$ cat src/ttb_pkg.sv
// Shared types and constants for the triangle tangent basis block.
package ttb_pkg;

  localparam int unsigned CoordW = 32;
  localparam int unsigned DeltaW = 33;
  localparam int unsigned ProdW  = 66;
  localparam int unsigned NumW   = 67;

  typedef struct packed {
    logic signed [CoordW-1:0] pos_x;
    logic signed [CoordW-1:0] pos_y;
    logic signed [CoordW-1:0] pos_z;
    logic signed [CoordW-1:0] tex_u;
    logic signed [CoordW-1:0] tex_v;
  } vtx_t;

  typedef struct packed {
    logic signed [CoordW-1:0] tan_x;
    logic signed [CoordW-1:0] tan_y;
    logic signed [CoordW-1:0] tan_z;
    logic signed [CoordW-1:0] bitan_x;
    logic signed [CoordW-1:0] bitan_y;
    logic signed [CoordW-1:0] bitan_z;
    logic                     degenerate;
    logic                     last_of_triangle;
  } basis_t;

  // Deltas of one triangle, handed from front to back.
  typedef struct packed {
    logic signed [DeltaW-1:0] e1x;
    logic signed [DeltaW-1:0] e1y;
    logic signed [DeltaW-1:0] e1z;
    logic signed [DeltaW-1:0] e2x;
    logic signed [DeltaW-1:0] e2y;
    logic signed [DeltaW-1:0] e2z;
    logic signed [DeltaW-1:0] du1;
    logic signed [DeltaW-1:0] dv1;
    logic signed [DeltaW-1:0] du2;
    logic signed [DeltaW-1:0] dv2;
  } tri_t;

  typedef enum logic [2:0] {
    BkIdle, BkMul, BkDiv, BkEmit
  } bk_state_e;

endpackage

$ cat src/ttb_fifo.sv
// Short queue of triangle deltas between front and back.
module ttb_fifo #(
  parameter int unsigned Depth = 2
) (
  input  logic          clk_i,
  input  logic          rst_ni,
  input  logic          in_valid_i,
  output logic          in_ready_o,
  input  ttb_pkg::tri_t in_i,
  output logic          out_valid_o,
  input  logic          out_ready_i,
  output ttb_pkg::tri_t out_o
);

  localparam int unsigned AW = (Depth > 1) ? $clog2(Depth) : 1;

  ttb_pkg::tri_t    mem_q [Depth];
  logic [AW-1:0]    wr_q, rd_q;
  logic [AW:0]      cnt_q;
  logic             push, pop;

  assign in_ready_o  = cnt_q != Depth[AW:0];
  assign out_valid_o = cnt_q != '0;
  assign out_o       = mem_q[rd_q];
  assign push        = in_valid_i && in_ready_o;
  assign pop         = out_valid_o && out_ready_i;

  function automatic logic [AW-1:0] Inc(logic [AW-1:0] p);
    Inc = (p == AW'(Depth - 1)) ? '0 : p + AW'(1);
  endfunction

  // Advance pointers and count.
  always_ff @(posedge clk_i or negedge rst_ni) begin
    if (!rst_ni) begin
      wr_q  <= '0;
      rd_q  <= '0;
      cnt_q <= '0;
    end else begin
      if (push) wr_q <= Inc(wr_q);
      if (pop)  rd_q <= Inc(rd_q);
      cnt_q <= cnt_q + (AW+1)'(push) - (AW+1)'(pop);
    end
  end

  always_ff @(posedge clk_i) begin
    if (push) mem_q[wr_q] <= in_i;
  end

endmodule

$ cat config.mk
export PLATFORM = sky130hd
export DESIGN_NAME = ttb_fifo
export DESIGN_NICKNAME = d
export VERILOG_FILES = /design/src/ttb_pkg.sv /design/src/ttb_fifo.sv
export SDC_FILE = /design/constraint.sdc
export NUM_CORES = 1
export LEC_CHECK = 0
export BUFFER_PORTS_ARGS = -buffer_cell sky130_fd_sc_hd__buf_4
export CAP_MARGIN = 25
export CORE_AREA = 2 2 263 265
export DETAILED_ROUTE_END_ITERATION = 10
export DIE_AREA = 0 0 265 267
export SLEW_MARGIN = 20
export SYNTH_ARGS = -nofsm -noshare
export SYNTH_HDL_FRONTEND = slang
export SYNTH_SLANG_ARGS = --single-unit
$ cat constraint.sdc
create_clock -name clk_i -period 15 [get_ports clk_i]
set_input_delay 0.75 -clock clk_i [delete_from_list [all_inputs] [get_ports clk_i]]
set_output_delay 0.75 -clock clk_i [all_outputs]
set_load 0.02 [all_outputs]
==> results_dict.tcl <==
set metrics [dict create \
    core_area_um2 68000 \
    r2r_end "mem_q[1][46]" \
    routabilityCongestion 0.797 \
    multi_input_area_um2 4940 \
    die_h_um 267 \
    ant_nets 0 \
    finalSetupViolCount 0 \
    combPwrFrac_pct 38.0 \
    drive_above_1_share_pct 60.9 \
    ys_ff_latch 664 \
    powerDensity_nw_per_um2 207 \
    holdWs_ps 335 \
    r2r_start "cnt_q[0]" \
    critical_path_class "reg2out" \
    cts_setup_buffers 0 \
    synth_cell_types 21 \
    cts_resized 0 \
    cp_top_family "buffers and inverters" \
    track_usage_pct 16.3 \
    peakVddDrop_mv 0.145 \
    grt_pass1_vias 13100 \
    cp_max_fo 57 \
    register_area_um2 19900 \
    power_frac_seq_pct 38.9 \
    power_switching_mw 2.20 \
    ys_warn_count 0 \
    crit_path_end_kind "output pin" \
    start_util_pct 37.3 \
    cp-startpoint "rd_q" \
    worstMarginPinSlew_ps 1250 \
    syn_nets 1384 \
    vias_per_cell 4.64 \
    fillers 5665 \
    total_power_mw 6.88 \
    status "finished, final reports clean" \
    cp.arrival_ps 4740 \
    wl_per_cell_um 22.3 \
    netlist_instances 1049 \
    overflow 0 \
    clk_latency_ps 600 \
    die_x_um 265 \
    syn_area_per_cell_um2 24.2 \
    post-dp-hpwl_um 42200 \
    die_area_um2 70800 \
    min_period_ps 5490 \
    path_buf_inv 4 \
    hold_viol 0 \
    finalCritPeriodShare_pct 36.6 \
    cts.htree.levels 3 \
    first_iter_violations 830 \
    drc 0 \
    rsz0062_at_grt "no" \
    critPathRequiredTime_ps 14250 \
    cp_common_cell "buf_4" \
    syn_area_um2 25400 \
    setup_tns_ps 0 \
    rr_worst_depth 5 \
    drv_cap 0 \
    std_cell_rows 96 \
    area.growth.synth_to_final_pct 31.0 \
    yosysSeqAreaShare_pct 78.5 \
    cp_slowest_cell "buf_4" \
    cpPeakStageDelay_ps 890 \
    cts_tree "built" \
    cp.depth 5 \
    crit_chain "buf_4 -> buf_4 -> buf_4 -> mux2_4 -> buf_4" \
    cts.sinks 664 \
    reg2reg_slack_ps 11510 \
    drv_slew 0 \
    top_level_ports 666 \
    clock.fmax_mhz 182 \
    final_nets 2100 \
    ctsLongestPathBuffers 3 \
    grt_max_degree 167 \
    portBuffers 665 \
    dr_total_vias 12500 \
    worst_setup_path_start_kind "register" \
    cts.clk_slew.worst_paths_ps 60 \
    total_leakage_power_nw 13.1 \
    power.internal_mw 4.68 \
    clock_skew_ps 30.9 \
    final_critical_path_setup_slack_ps 9510 \
    endpoint "out_o[109]" \
    hold_class "in2reg" \
    maxSlewHeadroom_pct 16.3 \
    cts_buffers 71 \
    drt-pass1-iter-count 6 \
    cts_root_buf "clkbuf_16" \
    antenna_found_initial 9 \
    power.switching_fraction_pct 32.0 \
    grt_pass1_wl_um 84400 \
    pre_cts_ws_ps 9830 \
    cts_hold_buffers 1 \
    p_clk_share_pct 23.1 \
    routed_wl_um 60200 \
]
## worst reg2reg max path: cells and delay by family (launching register included)
family	cells	cell delay (ps)
buffers and inverters	3	1870
DFF	1	430
and+or+nand+nor	2	820
## registers in the layout, summed over array words and instances, names as in the netlist
register,count
cnt_q,2
mem_q,660
wr_q,1
rd_q,1
## placed cells by master (no fill, tap or decap), types with 2 or more instances in the layout
cell and count:
edfxtp_1 660, mux2_2 40, diode_2 4, bufinv_16 2, dfrtp_1 3, clkbuf_16 72
xnor2_1 3, nand2_1 2, buf_12 5, mux2_4 290, clkinv_2 12, inv_6 3
buf_4 673, clkbuf_1 9, nor2_1 2, clkinv_1 23
## worst min path at each step
stage              start            end  slack (ps)  cells past startpoint
6_report         in_i[0]    mem_q[1][0]         330                      1
5_1_grt          in_i[0]    mem_q[1][0]         300                      1
4_1_cts        in_i[312]  mem_q[0][312]         280                      1
3_5_place_dp      rst_ni           rd_q         550                      1
3_3_place_gp        wr_q           wr_q         540                      1
2_1_floorplan     rst_ni       cnt_q[0]         450                      0
## power by group through the flow
| stage | logic [mW] | registers [mW] | clock network, mW |
|---|---|---|---|
| after floorplan | 1.78 | 2.80 | 0 |
| after global placement | 2.60 | 2.72 | 0 |
| after detailed placement | 2.62 | 2.73 | 0 |
| after CTS | 2.63 | 2.70 | 1.64 |
| after global routing | 2.75 | 2.70 | 1.71 |
| final | 2.62 | 2.67 | 1.59 |
## final cells by class
type / count / area share (%)
sequential: 664 / 59.9
timing repair buffer: 680 / 15.6
multi-input combinational: 348 / 14.9
clock buffer: 81 / 5.52
tap: 882 / 3.32
clock inverter: 42 / 0.772
antenna: 4 / 0.0301
## logic make-up (layout without fill, tap and decap cells)
family | after synthesis | count (layout) | share of synthesized area, %
buf+inv | 37 | 803 | 2.06
other cells | 0 | 4 | 0
compound gates | 4 | 4 | 0.123
fa+ha+maj | 1 | 1 | 0.0493
simple gates | 10 | 10 | 0.192
mux | 330 | 330 | 18.9
flops | 664 | 664 | 78.5
xor+xnor | 3 | 3 | 0.104
## per-stage QoR
stage	cell area, um^2	util [%]	instances
6_report	33200	48.9	2701
3_5_place_dp	31100	45.7	2571
2_1_floorplan	25400	-	1049
3_3_place_gp	31100	45.7	2570
4_1_cts	33200	48.8	2695
5_1_grt	33200	48.9	2701
## layer usage
metal	wire (um)	up-vias	track usage (%)
met1	20900	6300	16.6
met2	31500	454	29.0
li1	-	5638	-
met5	35	-	0
met4	2230	6	7.53
met3	5520	128	6.81
## cell usage after synthesis, drive strengths merged
cell type  instances  area share (%)
a32oi              1           0.035
buf               37             2.1
xnor2              3            0.10
nand3              1           0.020
o21ai              1           0.020
and3               1           0.025
nand2              2           0.030
nor2               3           0.044
or2                1           0.025
nand2b             1           0.025
a211oi             1           0.030
nor2b              1           0.025
mux2             330              19
ha                 1           0.049
dfrtp              4            0.39
a21bo              1           0.039
edfxtp           660              78
(Power assumes the default switching activity.)
