==> src/ttb_pkg.sv <==
// Shared types and constants for the triangle tangent basis block.
package ttb_pkg;

  localparam int unsigned CoordW = 32;
  localparam int unsigned DeltaW = 33;
  localparam int unsigned ProdW  = 66;
  localparam int unsigned NumW   = 67;

  typedef struct packed {
    logic signed [CoordW-1:0] pos_x;
    logic signed [CoordW-1:0] pos_y;
    logic signed [CoordW-1:0] pos_z;
    logic signed [CoordW-1:0] tex_u;
    logic signed [CoordW-1:0] tex_v;
  } vtx_t;

  typedef struct packed {
    logic signed [CoordW-1:0] tan_x;
    logic signed [CoordW-1:0] tan_y;
    logic signed [CoordW-1:0] tan_z;
    logic signed [CoordW-1:0] bitan_x;
    logic signed [CoordW-1:0] bitan_y;
    logic signed [CoordW-1:0] bitan_z;
    logic                     degenerate;
    logic                     last_of_triangle;
  } basis_t;

  // Deltas of one triangle, handed from front to back.
  typedef struct packed {
    logic signed [DeltaW-1:0] e1x;
    logic signed [DeltaW-1:0] e1y;
    logic signed [DeltaW-1:0] e1z;
    logic signed [DeltaW-1:0] e2x;
    logic signed [DeltaW-1:0] e2y;
    logic signed [DeltaW-1:0] e2z;
    logic signed [DeltaW-1:0] du1;
    logic signed [DeltaW-1:0] dv1;
    logic signed [DeltaW-1:0] du2;
    logic signed [DeltaW-1:0] dv2;
  } tri_t;

  typedef enum logic [2:0] {
    BkIdle, BkMul, BkDiv, BkEmit
  } bk_state_e;

endpackage

==> src/ttb_front.sv <==
// Front end: holds the first two vertices and forms triangle deltas.
module ttb_front (
  input  logic            clk_i,
  input  logic            rst_ni,
  input  logic            vtx_valid_i,
  output logic            vtx_ready_o,
  input  ttb_pkg::vtx_t   vtx_i,
  output logic            tri_valid_o,
  input  logic            tri_ready_i,
  output ttb_pkg::tri_t   tri_o
);

  logic [1:0]          slot_q, slot_d;
  ttb_pkg::vtx_t       v0_q, v1_q;
  logic                full_q, full_d;
  ttb_pkg::tri_t       tri_q, tri_d;
  logic                acc;

  function automatic logic signed [ttb_pkg::DeltaW-1:0] DeltaExt(
      logic signed [ttb_pkg::CoordW-1:0] a);
    DeltaExt = {a[ttb_pkg::CoordW-1], a};
  endfunction

  // Accept a vertex unless a finished triangle is stuck in the output slot.
  assign vtx_ready_o = !full_q || tri_ready_i;
  assign acc         = vtx_valid_i && vtx_ready_o;
  assign tri_valid_o = full_q;
  assign tri_o       = tri_q;

  always_comb begin
    tri_d.e1x = DeltaExt(v1_q.pos_x) - DeltaExt(v0_q.pos_x);
    tri_d.e1y = DeltaExt(v1_q.pos_y) - DeltaExt(v0_q.pos_y);
    tri_d.e1z = DeltaExt(v1_q.pos_z) - DeltaExt(v0_q.pos_z);
    tri_d.e2x = DeltaExt(vtx_i.pos_x) - DeltaExt(v0_q.pos_x);
    tri_d.e2y = DeltaExt(vtx_i.pos_y) - DeltaExt(v0_q.pos_y);
    tri_d.e2z = DeltaExt(vtx_i.pos_z) - DeltaExt(v0_q.pos_z);
    tri_d.du1 = DeltaExt(v1_q.tex_u) - DeltaExt(v0_q.tex_u);
    tri_d.dv1 = DeltaExt(v1_q.tex_v) - DeltaExt(v0_q.tex_v);
    tri_d.du2 = DeltaExt(vtx_i.tex_u) - DeltaExt(v0_q.tex_u);
    tri_d.dv2 = DeltaExt(vtx_i.tex_v) - DeltaExt(v0_q.tex_v);
  end

  // Advance the slot and the output flag.
  always_comb begin
    slot_d = slot_q;
    full_d = full_q && !tri_ready_i;
    if (acc) begin
      if (slot_q == 2'd2) begin
        slot_d = 2'd0;
        full_d = 1'b1;
      end else begin
        slot_d = slot_q + 2'd1;
      end
    end
  end

  always_ff @(posedge clk_i or negedge rst_ni) begin
    if (!rst_ni) begin
      slot_q <= 2'd0;
      full_q <= 1'b0;
    end else begin
      slot_q <= slot_d;
      full_q <= full_d;
    end
  end

  // Hold vertices and the delta beat.
  always_ff @(posedge clk_i) begin
    if (acc && slot_q == 2'd0) v0_q <= vtx_i;
    if (acc && slot_q == 2'd1) v1_q <= vtx_i;
    if (acc && slot_q == 2'd2) tri_q <= tri_d;
  end

endmodule

==> config.mk <==
export PLATFORM = sky130hd
export DESIGN_NAME = ttb_front
export DESIGN_NICKNAME = d
export VERILOG_FILES = /design/src/ttb_pkg.sv /design/src/ttb_front.sv
export SDC_FILE = /design/constraint.sdc
export NUM_CORES = 1
export LEC_CHECK = 0
export BUFFER_PORTS_ARGS = -buffer_cell sky130_fd_sc_hd__buf_2
export CAP_MARGIN = 10
export CORE_AREA = 2 2 347 349
export CTS_BUF_LIST = sky130_fd_sc_hd__clkbuf_2 sky130_fd_sc_hd__clkbuf_4 sky130_fd_sc_hd__clkbuf_8
export DETAILED_ROUTE_END_ITERATION = 16
export DIE_AREA = 0 0 349 351
export GPL_TIMING_DRIVEN = 0
export PLACE_DENSITY = 0.53
export SLEW_MARGIN = 30
export SYNTH_ARGS = -nofsm -noshare
export SYNTH_HDL_FRONTEND = slang
export SYNTH_SLANG_ARGS = --single-unit
==> constraint.sdc <==
create_clock -name clk_i -period 30.7 [get_ports clk_i]
set_input_delay 6.14 -clock clk_i [delete_from_list [all_inputs] [get_ports clk_i]]
set_output_delay 6.14 -clock clk_i [all_outputs]
set_load 0.01 [all_outputs]
==> out/metrics.yaml, run 1 <==
outcome: "finished, final reports clean"
regToRegStartpoint: "v0_q[0]"
vias: 24700
syn_inst: 2932
nets: 4113
finalHoldViolCount: 0
syn_nets: 3426
ys_seq_area_share_pct: 55.3
met1_length_mm: 42.3
cpMaxStageDelayCell: "nand2b_1"
cts.sinks: 653
synth_top_family_by_area: "compound AO/OA/AOI/OAI gates"
grt_usage_pct: 15.3
synth-seq-cells: 653
ff2ff_setup_slack_ns: 26.60
worst_r2r_endpoint: "tri_o[98]"
cap_violations: 0
synth_edf_count: 650
final-setup-viol-count: 0
core_um2: 119000
ys.flop_type: "edfxtp_1"
post_cts_resized: 0
crit_path_cell_trace: "buf_2 -> nand2b_1 -> buf_2"
critPathArrivalTime_ns: 6.53
final.setup_skew_ns: 0.0512
max_freq_mhz: 78.9
vias_per_cell: 4.69
dr_wl_met3_mm: 5.58
crit_fanout: 3
hpwl_mm: 76.6
drc: 0
ant_nets: 0
synth_compound_area_share_pct: 15.2
ys_warn_count: 0
end_kind: "output port"
multiInputGateArea_um2: 14800
cts_max_path_buffers: 3
synth_area_leaders: "edfxtp_1, ha_1, xnor2_1, a21oi_1, inv_1"
power.density_nw_per_um2: 82.4
ys_types: 91
htree_levels: 3
synth_top_area_share_pct: 55.1
crit_required_ns: 24.56
rsz0062_at_grt: "false"
synthMuxAreaShare_pct: 0.0282
antenna_found_initial: 29
fp.dieH_um: 351
grt_pass1_vias: 24500
num_rows: 127
power.ir.vdd_worst_mv: 0.0368
worst_slew_pin_slew_ns: 0.865
placed_cells: 5048
grt_start_max_net_pins: 27
portBuffers: 495
grt_overflow_total: 0
synth.largest_area_cell: "edfxtp_1"
cts_tree: "built"
register_area_um2: 19600
root_buffer: "clkbuf_8"
cts.clk_slew.worst_paths_ns: 0.06
cts_hold_buffers: 0
syn_area_um2: 35400
postCtsSetupBuffers: 0
hold_path_class: "register to register"
detail_route.iter0.violations: 1332
synthAdderAreaFrac_pct: 11.9
path_buf_inv: 2
die-area_um2: 122000
met2_length_mm: 44.9
clk_latency_ns: 0.81
rr_worst_depth: 13
fillCellCount: 11800
cts-buffers-inserted: 117
fin_crit_sh_pct: 41.3
timing.final.ws_setup_ns: 18.03
final_cell_mix: "edfxtp_1, buf_2, ha_1"
min_to: "slot_q[0]"
gp_congestion: 0.865
syn_area_per_cell_um2: 12.1
critical_path.most_common_cell: "buf_2"
fin_area_um2: 43300
area.growth.synth_to_final_pct: 22.1
period_minus_slack_ns: 12.67
slew_viol_final: 0
first_pass_iters: 5
p_leak_uw: 0.0179
cp.depth: 3
yosys.area_share.simple_pct: 7.88
synthArstFlopShare_pct: 0.459
die_x_um: 349
cpPeakStageDelay_ns: 0.15
drive_above_1_share_pct: 21.7
relSlewSlack_pct: 41.8
setup_tns_ns: 0
avgRoutedWirePerCell_um: 18.2
start_util_pct: 29.8
highest-signal-layer: "met5"
start_kind: "input pin"
min_path_cells: 1
place_ws_ns: 18.03
crit_family: "buffers and inverters"
worstSetupPathType: "input pin to output port"
drt-total-wl_mm: 96.0
mostFrequentLayoutCell: "edfxtp_1"
io_pins: 496
min_from: "slot_q[0]"
placed_cell_area_um2: 40800
synth_xor_area_share_pct: 6.65
power.total_uw: 3570
grt_pass1_wl_mm: 143
final_cells: 5278
==> power by group <==
part | total (uW) | switching (uW) | internal [uW] | leakage, uW
clock | 865 | 387 | 477 | 0.00126
sequential | 1310 | 45.4 | 1260 | 0.00601
combinational | 1390 | 825 | 565 | 0.0106
==> state kept, by name, summed over array words and instances (netlist names) <==
name and cells:
tri_o 330, v1_q 160, tri_valid_o 1, v0_q 160, slot_q 2
==> area by class of cell <==
| type | count | share of cell area (%) |
|---|---|---|
| Multi-Input combinational cell | 1989 | 34.1 |
| Tap cell | 1548 | 4.48 |
| Inverter | 264 | 2.29 |
| Clock buffer | 138 | 4.12 |
| Buffer | 26 | 0.266 |
| Sequential cell | 653 | 45.3 |
| Clock inverter | 80 | 1.52 |
| Timing Repair Buffer | 568 | 7.87 |
| Antenna cell | 12 | 0.0694 |
==> logic make-up after synthesis <==
family          count (synthesis)
compound gates                809
fa+ha+maj                     330
simple gates                  580
flops                         653
buf+inv                       290
mux                             1
xor+xnor                      269
==> worst max-delay path by stage <==
stage / endpoint / start
6_report: vtx_ready_o / tri_ready_i
5_1_grt: vtx_ready_o / tri_ready_i
4_1_cts: vtx_ready_o / tri_ready_i
3_5_place_dp: vtx_ready_o / tri_ready_i
3_3_place_gp: v1_q[144] / tri_ready_i
2_1_floorplan: tri_o[0] / tri_ready_i
==> per-layer routing <==
layer	up-vias	track usage, %
met5	-	0
met4	14	6.57
met3	179	3.79
met2	545	24.9
met1	11700	19.3
li1	12300	-
==> cell usage after synthesis (all sizes together), types with 12 or more instances <==
cell type and n:
a211oi 22, a21boi 19, a21o 126, a21oi 251, a31oi 20, and2 12
and3 22, clkbuf 19, edfxtp 650, ha 320, inv 264, nand2 138
nand2b 34, nand3 48, nand4 33, nor2 175, nor2b 47, nor3 29
o211ai 14, o21a 58, o21ai 157, o21bai 33, o31a 14, o31ai 19
xnor2 191, xor2 78
==> through the flow <==
step           utilization (%)  hold WS (ns)
5_1_grt                   36.3         0.576
2_1_floorplan                -         0.479
6_report                  36.3         0.542
4_1_cts                   36.3         0.553
3_5_place_dp              34.3         0.534
3_3_place_gp              33.5         0.491
(Power assumes the default switching activity.)
==> run 2: changes to the inputs <==
==> constraint.sdc (replaced) <==
create_clock -name clk_i -period 12.8 [get_ports clk_i]
set_input_delay 2.56 -clock clk_i [delete_from_list [all_inputs] [get_ports clk_i]]
set_output_delay 2.56 -clock clk_i [all_outputs]
set_load 0.01 [all_outputs]
==> out/metrics.yaml, run 2 (synthesis gave the netlist of run 1 again) <==
outcome: "finished, final reports clean"
path_buf_inv: 2
clk_latency_ns: 0.84
slew_viol_final: 0
cap_violations: 0
io_pins: 496
area.growth.synth_to_final_pct: 21.7
critPathArrivalTime_ns: 2.95
postCtsSetupBuffers: 0
cts-buffers-inserted: 119
final-setup-viol-count: 0
worstSetupPathType: "input pin to output port"
power.total_uw: 8480
setup_tns_ns: 0
relSlewSlack_pct: 44.5
post_cts_resized: 0
end_kind: "output port"
crit_fanout: 3
vias: 24900
hold_path_class: "register to register"
die_x_um: 349
min_path_cells: 2
grt_pass1_vias: 24400
largest_reg_flops: 330
swShare_pct: 35.8
fin_crit_sh_pct: 43.1
crit_family: "buffers and inverters"
detail_route.iter0.violations: 1385
ant_nets: 0
p_leak_uw: 0.0178
cts_hold_buffers: 0
die-area_um2: 122000
crit_required_ns: 10.24
avgRoutedWirePerCell_um: 18.3
htree_levels: 3
cts_tree: "built"
drt-total-wl_mm: 96.1
internal-power_uw: 5450
min_to: "tri_valid_o"
rsz0062_at_grt: "false"
grt_usage_pct: 15.3
drc: 0
cts.sinks: 653
critical_path.most_common_cell: "buf_2"
max_freq_mhz: 181
grt_pass1_wl_mm: 143
final_cells: 5249
crit_path_cell_trace: "buf_2 -> nand2b_1 -> buf_2"
mostFrequentLayoutCell: "edfxtp_1"
portBuffers: 495
cpMaxStageDelayCell: "nand2b_1"
grt_start_max_net_pins: 27
start_util_pct: 29.8
finalHoldViolCount: 0
cts.clk_slew.worst_paths_ns: 0.06
cpPeakStageDelay_ns: 0.15
sequentialPowerShare_pct: 37.1
num_rows: 127
ff2ff_setup_slack_ns: 8.76
root_buffer: "clkbuf_8"
start_kind: "input pin"
cp-startpoint: "tri_ready_i"
first_pass_iters: 5
gp_congestion: 0.848
nets: 4093
fp.dieH_um: 351
placed_cells: 5026
rr_worst_depth: 13
power.density_nw_per_um2: 197
hpwl_mm: 76.0
regToRegStartpoint: "v0_q[0]"
min_from: "tri_valid_o"
drive_above_1_share_pct: 21.4
core_um2: 119000
grt_overflow_total: 0
antenna_found_initial: 29
power.ir.vdd_worst_mv: 0.127
worst_slew_pin_slew_ns: 0.825
worst_r2r_endpoint: "tri_o[98]"
p_comb_share_pct: 39.3
vias_per_cell: 4.73
switching_power_uw: 3030
final_cell_mix: "edfxtp_1, buf_2, ha_1"
pwr-share-clk_pct: 23.7
final.setup_skew_ns: 0.0654
period_minus_slack_ns: 5.51
cts_max_path_buffers: 3
[run 2: cell count changes in the layout (fill, tap and decap cells not counted), moves of 2 or more]
cell | previous run | this run
buf_4 | 49 | 3
buf_6 | 10 | 29
buf_8 | 0 | 5
bufinv_16 | 11 | 6
clkbuf_4 | 20 | 26
clkinv_1 | 44 | 33
clkinv_2 | 19 | 16
clkinvlp_4 | 2 | 7
diode_2 | 12 | 10
[run 2: metrics by stage]
stage | utilization, % | worst slack (ns) | cell area (um^2) | hold WS, ns
final | 36.2 | 7.29 | 43100 | 0.545
after global routing | 36.2 | 7.21 | 43100 | 0.609
after CTS | 36.2 | 7.29 | 43100 | 0.550
after detailed placement | 34.2 | 6.62 | 40700 | 0.526
after global placement | 33.5 | -4.15 | 39900 | 0.512
after floorplan | - | 0.795 | 35400 | 0.496
[run 2: routing by layer]
metal / track usage (%) / part of all wire [%] / vias to the layer above
li1: - / - / 12300
met1: 19.3 / 43 / 11700
met2: 25.3 / 47 / 632
met3: 3.82 / 6.9 / 193
met5: 0 / 0.11 / -
met4: 5.73 / 3.1 / 16
[run 2: power by group through the flow]
stage	clock, uW	sequential, uW	combinational (uW)
final	2010	3140	3330
after global routing	2180	3180	3710
after CTS	2090	3150	3360
after detailed placement	0	3190	3330
after global placement	0	3370	3180
after floorplan	0	3370	2170
[run 2: worst max path at each step]
stage	depth (start not counted)	slack (ns)	endpoint
final	3	7.29	vtx_ready_o
after detailed placement	15	6.62	tri_o[230]
after global routing	15	7.21	tri_o[230]
after global placement	4	-4.15	tri_o[313]
after floorplan	3	0.80	tri_o[0]
after CTS	3	7.29	vtx_ready_o
[run 2: area by class of cell]
cell class                      instances  area, um^2
Antenna cell                           10        25.0
Buffer                                 26         115
Clock buffer                          144        1830
Clock inverter                         69         523
Fill cell                           11800       75900
Inverter                              264         991
Multi-Input combinational cell       1989       14800
Sequential cell                       653       19600
Tap cell                             1548        1940
Timing Repair Buffer                  546        3340
[run 2: worst min-delay path, stage by stage, from the launching register on]
cell,delay (ns)
dfrtp_1,0.35
nand2b_1,0.08
o21ai_0,0.08
